<file path="config.mk">
export PLATFORM = sky130hd
export DESIGN_NAME = double_ended_queue_flat
export DESIGN_NICKNAME = d
export VERILOG_FILES = /design/src/dq_pkg.sv /design/src/dq_if.sv /design/src/dq_front.sv /design/src/dq_cmd_fifo.sv /design/src/dq_back.sv /design/src/double_ended_queue.sv /design/src/flat_wrapper.sv
export SDC_FILE = /design/constraint.sdc
export NUM_CORES = 1
export LEC_CHECK = 0
export BUFFER_PORTS_ARGS = -buffer_cell sky130_fd_sc_hd__buf_2
export CAP_MARGIN = 25
export CORE_MARGIN = 1.5
export CORE_UTILIZATION = 30
export DETAILED_ROUTE_END_ITERATION = 16
export GPL_TIMING_DRIVEN = 0
export SETUP_SLACK_MARGIN = 0.4
export SYNTH_ARGS = -nofsm -noshare
export SYNTH_HDL_FRONTEND = slang
export SYNTH_SLANG_ARGS = --single-unit
</file>
<file path="constraint.sdc">
create_clock -name clk_i -period 10 [get_ports clk_i]
set_clock_uncertainty 0.2 [all_clocks]
set_input_delay 2.5 -clock clk_i [delete_from_list [all_inputs] [get_ports clk_i]]
set_output_delay 2.5 -clock clk_i [all_outputs]
set_load 0.01 [all_outputs]
</file>
<file path="src/dq_pkg.sv">
// Shared types, constants and helpers for the double-ended queue.
// No dependencies; every other file of the block refers to it by scoped names.
package dq_pkg;

  // Storage geometry
  localparam int DEPTH = 32;
  localparam int IDX_W = $clog2(DEPTH);
  localparam int CNT_W = $clog2(DEPTH + 1);

  // Field widths
  localparam int ACT_W = 3;
  localparam int VAL_W = 32;
  localparam int ST_W  = 2;
  localparam int OCC_W = 6;

  // Command queue between front and back
  localparam int CMDQ_DEPTH = 2;
  localparam int CMDQ_PW    = $clog2(CMDQ_DEPTH);
  localparam int CMDQ_CW    = $clog2(CMDQ_DEPTH + 1);

  localparam logic [IDX_W-1:0] IDX_ONE  = IDX_W'(1);
  localparam logic [IDX_W-1:0] IDX_LAST = IDX_W'(DEPTH - 1);
  localparam logic [CNT_W-1:0] CNT_FULL = CNT_W'(DEPTH);
  localparam logic [IDX_W:0]   WRAP_AT  = (IDX_W + 1)'(DEPTH);

  // Action codes on the input channel
  localparam logic [ACT_W-1:0] ACT_PUSH_FRONT = 3'd0;
  localparam logic [ACT_W-1:0] ACT_PUSH_BACK  = 3'd1;
  localparam logic [ACT_W-1:0] ACT_POP_FRONT  = 3'd2;
  localparam logic [ACT_W-1:0] ACT_POP_BACK   = 3'd3;
  localparam logic [ACT_W-1:0] ACT_LIST_FRONT = 3'd4;
  localparam logic [ACT_W-1:0] ACT_LIST_BACK  = 3'd5;
  localparam logic [ACT_W-1:0] ACT_COUNT      = 3'd6;

  // Status codes on the output channel
  localparam logic [ST_W-1:0] ST_OK    = 2'd0;
  localparam logic [ST_W-1:0] ST_EMPTY = 2'd1;
  localparam logic [ST_W-1:0] ST_FULL  = 2'd2;

  typedef enum logic [2:0] {
    OP_PUSH_FRONT,
    OP_PUSH_BACK,
    OP_POP_FRONT,
    OP_POP_BACK,
    OP_LIST_FRONT,
    OP_LIST_BACK,
    OP_COUNT
  } op_e;

  typedef struct packed {
    op_e                     op;
    logic signed [VAL_W-1:0] value;
  } cmd_t;

  typedef struct packed {
    logic signed [VAL_W-1:0] value_res;
    logic [ST_W-1:0]         status;
    logic [OCC_W-1:0]        occupancy;
    logic                    last;
  } res_t;

  // Ring index arithmetic: both operands are below DEPTH
  function automatic logic [IDX_W-1:0] wrap_add(input logic [IDX_W-1:0] a,
                                                input logic [IDX_W-1:0] b);
    logic [IDX_W:0] s;
    s = {1'b0, a} + {1'b0, b};
    if (s >= WRAP_AT) s = s - WRAP_AT;
    return s[IDX_W-1:0];
  endfunction

  function automatic logic [OCC_W-1:0] to_occ(input logic [CNT_W-1:0] c);
    return OCC_W'(c);
  endfunction

endpackage

</file>
<file path="src/dq_if.sv">
// Valid/ready channel interfaces for the double-ended queue.
// Depends on dq_pkg for field widths.
interface dq_in_if;
  logic                             valid;
  logic                             ready;
  logic [dq_pkg::ACT_W-1:0]         action;
  logic signed [dq_pkg::VAL_W-1:0]  value;

  modport source (output valid, action, value, input ready);
  modport sink   (input valid, action, value, output ready);
endinterface

interface dq_out_if;
  logic                             valid;
  logic                             ready;
  logic signed [dq_pkg::VAL_W-1:0]  value_res;
  logic [dq_pkg::ST_W-1:0]          status;
  logic [dq_pkg::OCC_W-1:0]         occupancy;
  logic                             last;

  modport source (output valid, value_res, status, occupancy, last, input ready);
  modport sink   (input valid, value_res, status, occupancy, last, output ready);
endinterface

</file>
<file path="src/dq_front.sv">
// Front end: accepts input beats and decodes the action into a command.
// Depends on dq_pkg and dq_in_if.
module dq_front (
  dq_in_if.sink       in_i,
  output logic        cmd_valid_o,
  input  logic        cmd_ready_i,
  output dq_pkg::cmd_t cmd_o
);

  logic known;

  // Decode the action; the unused code is accepted and dropped
  always_comb begin
    known        = 1'b1;
    cmd_o.value  = in_i.value;
    cmd_o.op     = dq_pkg::OP_COUNT;
    case (in_i.action)
      dq_pkg::ACT_PUSH_FRONT: cmd_o.op = dq_pkg::OP_PUSH_FRONT;
      dq_pkg::ACT_PUSH_BACK:  cmd_o.op = dq_pkg::OP_PUSH_BACK;
      dq_pkg::ACT_POP_FRONT:  cmd_o.op = dq_pkg::OP_POP_FRONT;
      dq_pkg::ACT_POP_BACK:   cmd_o.op = dq_pkg::OP_POP_BACK;
      dq_pkg::ACT_LIST_FRONT: cmd_o.op = dq_pkg::OP_LIST_FRONT;
      dq_pkg::ACT_LIST_BACK:  cmd_o.op = dq_pkg::OP_LIST_BACK;
      dq_pkg::ACT_COUNT:      cmd_o.op = dq_pkg::OP_COUNT;
      default:                known    = 1'b0;
    endcase
  end

  assign cmd_valid_o = in_i.valid && known;
  assign in_i.ready  = cmd_ready_i;

endmodule

</file>
<file path="src/dq_cmd_fifo.sv">
// Short command queue that decouples the front end from the back end.
// Depends on dq_pkg.
module dq_cmd_fifo (
  input  logic         clk_i,
  input  logic         rst_ni,
  input  logic         wr_valid_i,
  output logic         wr_ready_o,
  input  dq_pkg::cmd_t wr_data_i,
  output logic         rd_valid_o,
  input  logic         rd_ready_i,
  output dq_pkg::cmd_t rd_data_o
);

  dq_pkg::cmd_t                  ent_q [dq_pkg::CMDQ_DEPTH];
  logic [dq_pkg::CMDQ_PW-1:0]    wptr_q, wptr_d, rptr_q, rptr_d;
  logic [dq_pkg::CMDQ_CW-1:0]    fill_q, fill_d;
  logic                          do_wr, do_rd;

  assign wr_ready_o = (fill_q != dq_pkg::CMDQ_CW'(dq_pkg::CMDQ_DEPTH));
  assign rd_valid_o = (fill_q != '0);
  assign rd_data_o  = ent_q[rptr_q];
  assign do_wr      = wr_valid_i && wr_ready_o;
  assign do_rd      = rd_valid_o && rd_ready_i;

  // Advance pointers and fill level
  always_comb begin
    wptr_d = wptr_q;
    rptr_d = rptr_q;
    fill_d = fill_q;
    if (do_wr) begin
      wptr_d = (wptr_q == dq_pkg::CMDQ_PW'(dq_pkg::CMDQ_DEPTH - 1)) ? '0 : wptr_q + 1'b1;
    end
    if (do_rd) begin
      rptr_d = (rptr_q == dq_pkg::CMDQ_PW'(dq_pkg::CMDQ_DEPTH - 1)) ? '0 : rptr_q + 1'b1;
    end
    if (do_wr && !do_rd) begin
      fill_d = fill_q + 1'b1;
    end else if (do_rd && !do_wr) begin
      fill_d = fill_q - 1'b1;
    end
  end

  always_ff @(posedge clk_i or negedge rst_ni) begin
    if (!rst_ni) begin
      wptr_q <= '0;
      rptr_q <= '0;
      fill_q <= '0;
    end else begin
      wptr_q <= wptr_d;
      rptr_q <= rptr_d;
      fill_q <= fill_d;
    end
  end

  // Hold command payloads
  always_ff @(posedge clk_i) begin
    if (do_wr) ent_q[wptr_q] <= wr_data_i;
  end

endmodule

</file>
<file path="src/dq_back.sv">
// Back end: ring store, pointers and result register of the double-ended queue.
// Depends on dq_pkg and dq_out_if.
module dq_back (
  input  logic         clk_i,
  input  logic         rst_ni,
  input  logic         cmd_valid_i,
  output logic         cmd_ready_o,
  input  dq_pkg::cmd_t cmd_i,
  dq_out_if.source     out_o
);

  localparam logic [0:0] S_IDLE = 1'b0;
  localparam logic [0:0] S_READ = 1'b1;

  logic [0:0]                     state_q, state_d;
  logic [dq_pkg::IDX_W-1:0]       front_q, front_d;
  logic [dq_pkg::CNT_W-1:0]       cnt_q, cnt_d;
  logic [dq_pkg::CNT_W-1:0]       idx_q, idx_d;
  logic                           list_q, list_d;
  logic                           from_back_q, from_back_d;
  logic                           ov_q, ov_d;
  dq_pkg::res_t                   res_q, res_d;
  logic                           out_free, load, is_last;
  logic                           wr_en, rd_en;
  logic [dq_pkg::IDX_W-1:0]       wr_addr, rd_addr;
  logic [dq_pkg::CNT_W-1:0]       off;
  logic signed [dq_pkg::VAL_W-1:0] mem [dq_pkg::DEPTH];
  logic signed [dq_pkg::VAL_W-1:0] rd_data_q;

  assign out_free = !ov_q || out_o.ready;

  // Execute commands and sequence reads
  always_comb begin
    state_d     = state_q;
    front_d     = front_q;
    cnt_d       = cnt_q;
    idx_d       = idx_q;
    list_d      = list_q;
    from_back_d = from_back_q;
    cmd_ready_o = 1'b0;
    load        = 1'b0;
    res_d       = res_q;
    wr_en       = 1'b0;
    rd_en       = 1'b0;
    wr_addr     = front_q;
    rd_addr     = front_q;
    off         = '0;
    is_last     = 1'b1;
    case (state_q)
      S_IDLE: begin
        if (cmd_valid_i && out_free) begin
          cmd_ready_o = 1'b1;
          case (cmd_i.op)
            dq_pkg::OP_PUSH_FRONT, dq_pkg::OP_PUSH_BACK: begin
              load = 1'b1;
              if (cnt_q == dq_pkg::CNT_FULL) begin
                res_d = '{value_res: '0, status: dq_pkg::ST_FULL,
                          occupancy: dq_pkg::to_occ(cnt_q), last: 1'b1};
              end else begin
                wr_en = 1'b1;
                if (cmd_i.op == dq_pkg::OP_PUSH_FRONT) begin
                  front_d = dq_pkg::wrap_add(front_q, dq_pkg::IDX_LAST);
                  wr_addr = front_d;
                end else begin
                  off     = cnt_q;
                  wr_addr = dq_pkg::wrap_add(front_q, off[dq_pkg::IDX_W-1:0]);
                end
                cnt_d = cnt_q + 1'b1;
                res_d = '{value_res: cmd_i.value, status: dq_pkg::ST_OK,
                          occupancy: dq_pkg::to_occ(cnt_d), last: 1'b1};
              end
            end
            dq_pkg::OP_POP_FRONT, dq_pkg::OP_POP_BACK: begin
              if (cnt_q == '0) begin
                load  = 1'b1;
                res_d = '{value_res: '0, status: dq_pkg::ST_EMPTY,
                          occupancy: dq_pkg::to_occ(cnt_q), last: 1'b1};
              end else begin
                rd_en = 1'b1;
                if (cmd_i.op == dq_pkg::OP_POP_FRONT) begin
                  rd_addr = front_q;
                  front_d = dq_pkg::wrap_add(front_q, dq_pkg::IDX_ONE);
                end else begin
                  off     = cnt_q - 1'b1;
                  rd_addr = dq_pkg::wrap_add(front_q, off[dq_pkg::IDX_W-1:0]);
                end
                cnt_d   = cnt_q - 1'b1;
                list_d  = 1'b0;
                state_d = S_READ;
              end
            end
            dq_pkg::OP_LIST_FRONT, dq_pkg::OP_LIST_BACK: begin
              if (cnt_q == '0) begin
                load  = 1'b1;
                res_d = '{value_res: '0, status: dq_pkg::ST_EMPTY,
                          occupancy: dq_pkg::to_occ(cnt_q), last: 1'b1};
              end else begin
                rd_en       = 1'b1;
                from_back_d = (cmd_i.op == dq_pkg::OP_LIST_BACK);
                off         = from_back_d ? cnt_q - 1'b1 : '0;
                rd_addr     = dq_pkg::wrap_add(front_q, off[dq_pkg::IDX_W-1:0]);
                idx_d       = '0;
                list_d      = 1'b1;
                state_d     = S_READ;
              end
            end
            dq_pkg::OP_COUNT: begin
              load  = 1'b1;
              res_d = '{value_res: '0, status: dq_pkg::ST_OK,
                        occupancy: dq_pkg::to_occ(cnt_q), last: 1'b1};
            end
            default: ;
          endcase
        end
      end
      S_READ: begin
        if (out_free) begin
          load    = 1'b1;
          is_last = !list_q || (idx_q + 1'b1 == cnt_q);
          res_d   = '{value_res: rd_data_q, status: dq_pkg::ST_OK,
                      occupancy: dq_pkg::to_occ(cnt_q), last: is_last};
          if (is_last) begin
            state_d = S_IDLE;
          end else begin
            idx_d   = idx_q + 1'b1;
            rd_en   = 1'b1;
            off     = from_back_q ? cnt_q - 1'b1 - idx_d : idx_d;
            rd_addr = dq_pkg::wrap_add(front_q, off[dq_pkg::IDX_W-1:0]);
          end
        end
      end
      default: state_d = S_IDLE;
    endcase
  end

  // Hold a result until the sink takes it
  always_comb begin
    ov_d = ov_q;
    if (load) begin
      ov_d = 1'b1;
    end else if (out_o.ready) begin
      ov_d = 1'b0;
    end
  end

  always_ff @(posedge clk_i or negedge rst_ni) begin
    if (!rst_ni) begin
      state_q     <= S_IDLE;
      front_q     <= '0;
      cnt_q       <= '0;
      idx_q       <= '0;
      list_q      <= 1'b0;
      from_back_q <= 1'b0;
      ov_q        <= 1'b0;
    end else begin
      state_q     <= state_d;
      front_q     <= front_d;
      cnt_q       <= cnt_d;
      idx_q       <= idx_d;
      list_q      <= list_d;
      from_back_q <= from_back_d;
      ov_q        <= ov_d;
    end
  end

  always_ff @(posedge clk_i) begin
    if (load) res_q <= res_d;
  end

  // Ring store: one write port, one registered read port
  always_ff @(posedge clk_i) begin
    if (wr_en) mem[wr_addr] <= cmd_i.value;
    if (rd_en) rd_data_q <= mem[rd_addr];
  end

  assign out_o.valid     = ov_q;
  assign out_o.value_res = res_q.value_res;
  assign out_o.status    = res_q.status;
  assign out_o.occupancy = res_q.occupancy;
  assign out_o.last      = res_q.last;

  // Occupancy never exceeds the store
  a_cnt_bound: assert property (@(posedge clk_i) disable iff (!rst_ni)
    cnt_q <= dq_pkg::CNT_FULL)
    else $error("occupancy beyond depth");

  // Count only moves when a command is taken
  a_cnt_moves: assert property (@(posedge clk_i) disable iff (!rst_ni)
    !(cmd_valid_i && cmd_ready_o) |=> $stable(cnt_q))
    else $error("count changed without a command");

  // A dropped push is only reported on a full store
  a_full_res: assert property (@(posedge clk_i) disable iff (!rst_ni)
    (ov_q && res_q.status == dq_pkg::ST_FULL) |-> res_q.occupancy == dq_pkg::to_occ(cnt_q)
      && cnt_q == dq_pkg::CNT_FULL)
    else $error("full status on a store with room");

  // An empty report carries zero occupancy
  a_empty_res: assert property (@(posedge clk_i) disable iff (!rst_ni)
    (ov_q && res_q.status == dq_pkg::ST_EMPTY) |-> res_q.occupancy == '0)
    else $error("empty status with elements stored");

endmodule

</file>
<file path="src/double_ended_queue.sv">
// Top level of the double-ended queue: front decoder, command queue, back end.
// Depends on dq_pkg, dq_if, dq_front, dq_cmd_fifo and dq_back.
//
//   channel  dir  handshake        payload
//   in_i     in   valid / ready    action[2:0], value[31:0]
//   out_o    out  valid / ready    value_res[31:0], status[1:0], occupancy[5:0], last
//
// Push, count and any empty or full report load the result register straight from the idle state.
// Pop passes through the read state: the ring store read is registered.
// A listing of N elements yields one element per cycle while out_o is ready.
// The command queue buffers up to two commands, so input beats keep flowing while
// the back end works or the result register waits on the sink.
// Reset clears the pointers, the count, the command queue and the result valid flag;
// the store itself needs no clearing, since only written entries are read.
module double_ended_queue (
  input  logic     clk_i,
  input  logic     rst_ni,
  dq_in_if.sink    in_i,
  dq_out_if.source out_o
);

  logic         f_valid, f_ready, b_valid, b_ready;
  dq_pkg::cmd_t f_cmd, b_cmd;

  dq_front u_front (
    .in_i        (in_i),
    .cmd_valid_o (f_valid),
    .cmd_ready_i (f_ready),
    .cmd_o       (f_cmd)
  );

  dq_cmd_fifo u_cmd_fifo (
    .clk_i      (clk_i),
    .rst_ni     (rst_ni),
    .wr_valid_i (f_valid),
    .wr_ready_o (f_ready),
    .wr_data_i  (f_cmd),
    .rd_valid_o (b_valid),
    .rd_ready_i (b_ready),
    .rd_data_o  (b_cmd)
  );

  dq_back u_back (
    .clk_i       (clk_i),
    .rst_ni      (rst_ni),
    .cmd_valid_i (b_valid),
    .cmd_ready_o (b_ready),
    .cmd_i       (b_cmd),
    .out_o       (out_o)
  );

endmodule
</file>
<file path="src/flat_wrapper.sv">
// flat-port wrapper written by rule: the top's interface ports become plain ports
module double_ended_queue_flat 
  (clk_i, rst_ni, in_i_valid, in_i_action, in_i_value, in_i_ready, out_o_valid, out_o_value_res, out_o_status, out_o_occupancy, out_o_last, out_o_ready);
  dq_in_if in_i_i ();
  dq_out_if out_o_i ();
  input  logic clk_i;
  input  logic rst_ni;
  input wire logic [$bits(in_i_i.valid)-1:0] in_i_valid;
  input wire logic [$bits(in_i_i.action)-1:0] in_i_action;
  input wire logic [$bits(in_i_i.value)-1:0] in_i_value;
  output wire logic [$bits(in_i_i.ready)-1:0] in_i_ready;
  output wire logic [$bits(out_o_i.valid)-1:0] out_o_valid;
  output wire logic [$bits(out_o_i.value_res)-1:0] out_o_value_res;
  output wire logic [$bits(out_o_i.status)-1:0] out_o_status;
  output wire logic [$bits(out_o_i.occupancy)-1:0] out_o_occupancy;
  output wire logic [$bits(out_o_i.last)-1:0] out_o_last;
  input wire logic [$bits(out_o_i.ready)-1:0] out_o_ready;
  assign in_i_i.valid = in_i_valid;
  assign in_i_i.action = in_i_action;
  assign in_i_i.value = in_i_value;
  assign in_i_ready = in_i_i.ready;
  assign out_o_valid = out_o_i.valid;
  assign out_o_value_res = out_o_i.value_res;
  assign out_o_status = out_o_i.status;
  assign out_o_occupancy = out_o_i.occupancy;
  assign out_o_last = out_o_i.last;
  assign out_o_i.ready = out_o_ready;
  double_ended_queue u_core (.clk_i(clk_i), .rst_ni(rst_ni), .in_i(in_i_i), .out_o(out_o_i));
endmodule
</file>
* After elaboration in Yosys (flattened, before gate mapping) *
Memories as Yosys holds them, arrays and structs flattened. A register that Yosys moved wholly into a read port is not among the register bits.
Cells that the tools add are included.

storage, ports and cells
  register bits = 66
  memory bits (writable) = 1094
  bits of input ports = 39
  output and inout bits = 43
  word-level logic and storage cells = 178
  memories kept = 2

operators by class
  $add $sub $neg = 20
  order comparisons = 6
  equal/unequal tests = 27
  mux-type cells = 75
  bitwise operators = 2
  reduce and logical (&&, ||, !) cells = 32

memories
  name                     words  width  read ports  clocked after Yosys merged registers in  write ports  RTL line           text
  u_core.u_back.mem        32     32     1           1                                        1            dq_back.sv:27      logic signed [dq_pkg::VAL_W-1:0] mem [dq_pkg::DEPTH];
  u_core.u_cmd_fifo.ent_q  2      35     1           0                                        1            dq_cmd_fifo.sv:14  dq_pkg::cmd_t ent_q [dq_pkg::CMDQ_DEPTH];

operator list
  kind                                                                 count
  41-bit two-way mux                                                   4
  41-bit case mux with 3 select lines                                  1
  5-bit two-way mux                                                    23
  41-bit case mux with 2 select lines                                  1
  6-bit two-way mux                                                    7
  6-bit >= comparator (second input constant)                          6
  5-bit case mux with 2 select lines                                   3
  5-bit by 1-bit subtractor with 5-bit output (second input constant)  6
  1-bit two-way mux                                                    26
  5-bit by 5-bit adder with 6-bit output                               4
  6-bit case mux with 2 select lines                                   2
  5-bit AND reduction                                                  4
  3-bit == test (second input constant)                                6
  2-bit != test (second input constant)                                9
  3-bit case mux with 6 select lines                                   1
  6-bit by 1-bit adder with 6-bit output (second input constant)       2
  3-bit by 2-bit == test with 1-bit output (second input constant)     4
  1-bit case mux with 2 select lines                                   5
  2-bit nonzero test                                                   5
  7-bit AND reduction                                                  1
  7-bit OR reduction                                                   1
  5-bit by 1-bit adder with 6-bit output (second input constant)       1
  5-bit by 5-bit adder with 6-bit output (second input constant)       1
  3-bit by 1-bit == test with 1-bit output (second input constant)     2
  other kinds (21)                                                     37

* Logic depth before layout (Yosys ltp) *
An unclocked memory read counts as a cell.

  word-level depth = 10
  gate-level depth with buffers = 20
  mapped depth without buffers = 17

* Hierarchy *
A second synthesis with hierarchy kept.

second synthesis, totals
  cells, all modules = 3266
  area, all modules = 48308.8 um2

by module, submodules not included
  module       instances  cells each  area an instance (um2)  seq. area each (um2)
  dq_back      1          3101        45165.8                 33467.1
  dq_cmd_fifo  1          127         2870.3                  2202.1
  dq_front     1          38          272.8                   0.0

* Worst setup path before layout *
OpenSTA, ideal clock, no wires.

  kind = input to register
  from = in out_o_ready
  to = mem u_core.u_back.mem[20][0] (netlist bit), enable pin
  library setup time = 421 ps
  arrival = 5736 ps
  data required time = 9379 ps
  path slack = 3643 ps
  stages = 8
  path buffers = 1
  path through = nand2b_1 > clkbuf_1 > nand3_1 > a211oi_1 > nand3_1 > o21ai_1 > or3b_2 > nor2_1

on the way
  longest elaborated chain between the ends = 6
  elaborated cells between the ends (all ways) = 8
  those cells by class = mux: 6; reduce/logical: 2

ends and longest elaborated chain
  item                                     RTL line            text
  start, declared                          flat_wrapper.sv:17  input wire logic [$bits(out_o_i.ready)-1:0] out_o_ready;
  1-bit logical OR (*)                     dq_back.sv:30       assign out_free = !ov_q || out_o.ready;
  1-bit logical AND (*)                    dq_back.sv:51       if (cmd_valid_i && out_free) begin
  1-bit two-way mux                        dq_back.sv:51
  1-bit two-way mux                        dq_back.sv:49       case (state_q)
  1-bit two-way mux                        dq_back.sv:172      if (wr_en) mem[wr_addr] <= cmd_i.value;
  1-bit two-way mux (implied by the code)  dq_back.sv:172
  end, declared                            dq_back.sv:27

Mark *: on every way between the ends. The rest lies on a longest branch, timed or not.

* Final worst setup path *
  from = in out_o_ready
  to = reg u_core.u_back.rd_data_q[24] (netlist bit), read port of u_core.u_back.mem (data pin)

on the way
  longest elaborated chain between the ends = 4
  elaborated cells between the ends (all ways) = 8
  those cells by class = mux: 6; reduce/logical: 2

ends and longest elaborated chain
  item                                                                                      RTL line       text
  1-bit logical OR (*)                                                                      dq_back.sv:30
  1-bit logical AND                                                                         dq_back.sv:51
  5-bit two-way mux or 1-bit two-way mux (tied branches)                                    dq_back.sv:51
  5-bit case mux with 2 select lines or 1-bit case mux with 2 select lines (tied branches)  dq_back.sv:49
  end, declared                                                                             dq_back.sv:28  logic signed [dq_pkg::VAL_W-1:0] rd_data_q;

Marked as above.
A chain may end at the register's enable or synchronous reset.

==> results.cfg <==
[cts]
cts_tree = done
cts_sinks = 1192
cts_made_buffers = 117
cts_setup_buffers = 0
postCtsHoldBufs = 0
clockBufferDepth = 3
clock-root-buffer = clkbuf_16
clk_latency_ns = 0.74
cts-htree-levels = 3
cts_resized = 0
clkTransAtPathRegs_ns = 0.06

[yosys]
postSynthCellCount = 3038
syn_area_sq_um = 48500
synth_ff_type = edfxtp_1
syn-num-nets = 3107
ys_types = 87
ys_ff_latch = 1192
synth_seq_area_share = 0.736
synth_edf_count = 1167
syn-mean-instance-area_sq_um = 16.0
async_flop_share = 0.0210
synth_warnings = 0

[layout]
area_growth_pct = 16.4
nFillCells = 15100
layout_common_cells = 1167 x edfxtp_1, 252 x a211oi_1, 228 x mux2i_1
nets = 3368
final_common_cell = edfxtp_1
regArea_sq_um = 35700
multiInputGateArea_sq_um = 12000
drive_above_1_share = 0.143
layout.cells.non_filler = 5559

[detailed_routing]
wl_um = 140000
drtPass1Iterations = 6
viasPerCell = 5.23
initialDrtViolationCount = 3384
wl_per_cell_um = 25.2
vias = 29100
drc = 0
ant_nets = 0

[setup_path]
end_kind = register
worstRegToRegCells = 15
arrival_ns = 7.31
cp.required_ns = 10.23
crit_type = input port to register
cp_max_fo = 10
cp-start-kind = input port

[sta]
final.period_utilization = 0.708
fin_setup_tns_ns = 0
worst_slack_ns = 2.92
fmax_mhz = 141
finalSetupViolCount = 0
fin_crit_ns = 7.08
drv_slew = 0
worstMarginPinSlew_ns = 1.17
final_hold_viol_count = 0
rsz0062_at_grt = no
max-slew-margin-rel = 0.199

[global_routing]
grt_max_degree = 34
track_usage = 0.167
first_global_vias = 28500
antenna_found_initial = 9
grt_pass1_wl_um = 199000
grt-ovfl-total = 0

[floorplan]
die_height_um = 405
die_x_um = 405
start_util = 0.302
io-pin-count = 82
die-area_sq_um = 164000
rows = 147
core_area_sq_um = 161000

[placed_design]
gp_congestion = 0.902
io_buffers = 81
dp_slack_ns = 2.44
dp.cells = 5335
dp_hpwl_um = 93700

[status]
status = completed

[job]
cap_violations = 0

[worst_hold_path]
min_path_cells = 1
hold_class = register to register
## sequential cells by signal, indices dropped and copies added (netlist names)
signal and count:
u_core.u_back.out_o.status 2, u_core.u_cmd_fifo.wptr_q 1, u_core.u_back.out_o.last 1, u_core.u_back.out_o.occupancy 6, u_core.u_cmd_fifo.ent_q 70, u_core.u_back.out_o.value_res 32
u_core.u_back.mem 1024, u_core.u_back.cnt_q 6, u_core.u_back.from_back_q 1, u_core.u_cmd_fifo.fill_q 2, u_core.u_back.out_o.valid 1, u_core.u_back.list_q 1
u_core.u_back.front_q 5, u_core.u_cmd_fifo.rptr_q 1, u_core.u_back.rd_data_q 32, u_core.u_back.state_q 1, u_core.u_back.idx_q 6
## synthesized netlist by cell type (all sizes together) (5+ instances only)
library cell | number | area (sq um)
edfxtp | 1167 | 35000
a211oi | 253 | 1900
mux2i | 228 | 2280
and3 | 167 | 1040
o21ai | 158 | 795
a21oi | 153 | 777
clkbuf | 124 | 469
buf | 100 | 596
nand2 | 77 | 292
nor2 | 62 | 248
nand3 | 48 | 240
a21o | 40 | 308
a31oi | 38 | 238
mux2 | 36 | 405
o22ai | 35 | 238
a22o | 34 | 298
a221o | 33 | 330
o221ai | 32 | 287
a2111oi | 31 | 272
xnor2 | 30 | 263
ha | 26 | 325
dfrtp | 25 | 626
xor2 | 21 | 184
inv | 14 | 52.6
nor3 | 12 | 65.1
nand2b | 7 | 43.8
nor3b | 7 | 52.6
nor2b | 6 | 37.5
nand3b | 5 | 37.5
o211a | 5 | 57.6
o211ai | 5 | 70.1
## metal layers
layer | vias up | GRT usage | part of all wire
li1 | 12800 | - | -
met1 | 14800 | 0.220 | 0.41
met2 | 1244 | 0.280 | 0.48
met3 | 215 | 0.0324 | 0.080
met4 | 2 | 0.0452 | 0.024
met5 | - | 0 | 0.000093
## critical path: stages
cell and delay, ns:
buf_2 0.08, nand2b_1 0.09, clkbuf_1 0.29, o2111a_1 0.37
nand2_1 0.22, o22a_1 0.30, buf_4 0.19, a211oi_2 0.85
clkbuf_1 0.70, a2111oi_0 0.44, a211oi_1 1.05, o22ai_1 0.22
## per-stage QoR
step | cell area [sq um] | utilization | hold WS (ns)
2_1_floorplan | 48500 | - | 0.256
3_3_place_gp | 51600 | 0.321 | 0.275
3_5_place_dp | 52700 | 0.328 | 0.281
4_1_cts | 56400 | 0.351 | 0.289
5_1_grt | 56400 | 0.351 | 0.343
6_report | 56400 | 0.351 | 0.288
## final timing paths
check                                       startpoint                           to  slack, ns
max in group asynchronous                       rst_ni       u_core.u_back.cnt_q[4]       7.60
max                                        out_o_ready  u_core.u_back.rd_data_q[24]       2.92
min in group asynchronous                       rst_ni       u_core.u_back.cnt_q[2]       1.58
min reg2reg                u_core.u_cmd_fifo.fill_q[1]  u_core.u_cmd_fifo.fill_q[1]       0.29
min                        u_core.u_cmd_fifo.fill_q[1]  u_core.u_cmd_fifo.fill_q[1]       0.29
max reg2reg                     u_core.u_back.cnt_q[0]  u_core.u_back.rd_data_q[24]       2.94
## kinds of logic after synthesis
group,after synthesis,share of synthesized area
compound gates,849,0.121
xor+xnor,52,0.00971
fa+ha+maj,31,0.00857
buf+inv,238,0.0231
flops,1192,0.736
mux,264,0.0555
simple gates,412,0.0463
## cell type report
class | count | share of cell area
Clock inverter | 71 | 0.0106
Multi-Input combinational cell | 1608 | 0.212
Clock buffer | 145 | 0.0541
Inverter | 14 | 0.000931
Buffer | 224 | 0.0189
Timing Repair Buffer | 142 | 0.0233
Sequential cell | 1192 | 0.632
Tap cell | 2160 | 0.0479
Antenna cell | 3 | 0.000133
Power is not shown: default switching activity piles up to over one toggle a cycle in this logic, so the estimate is an artifact.
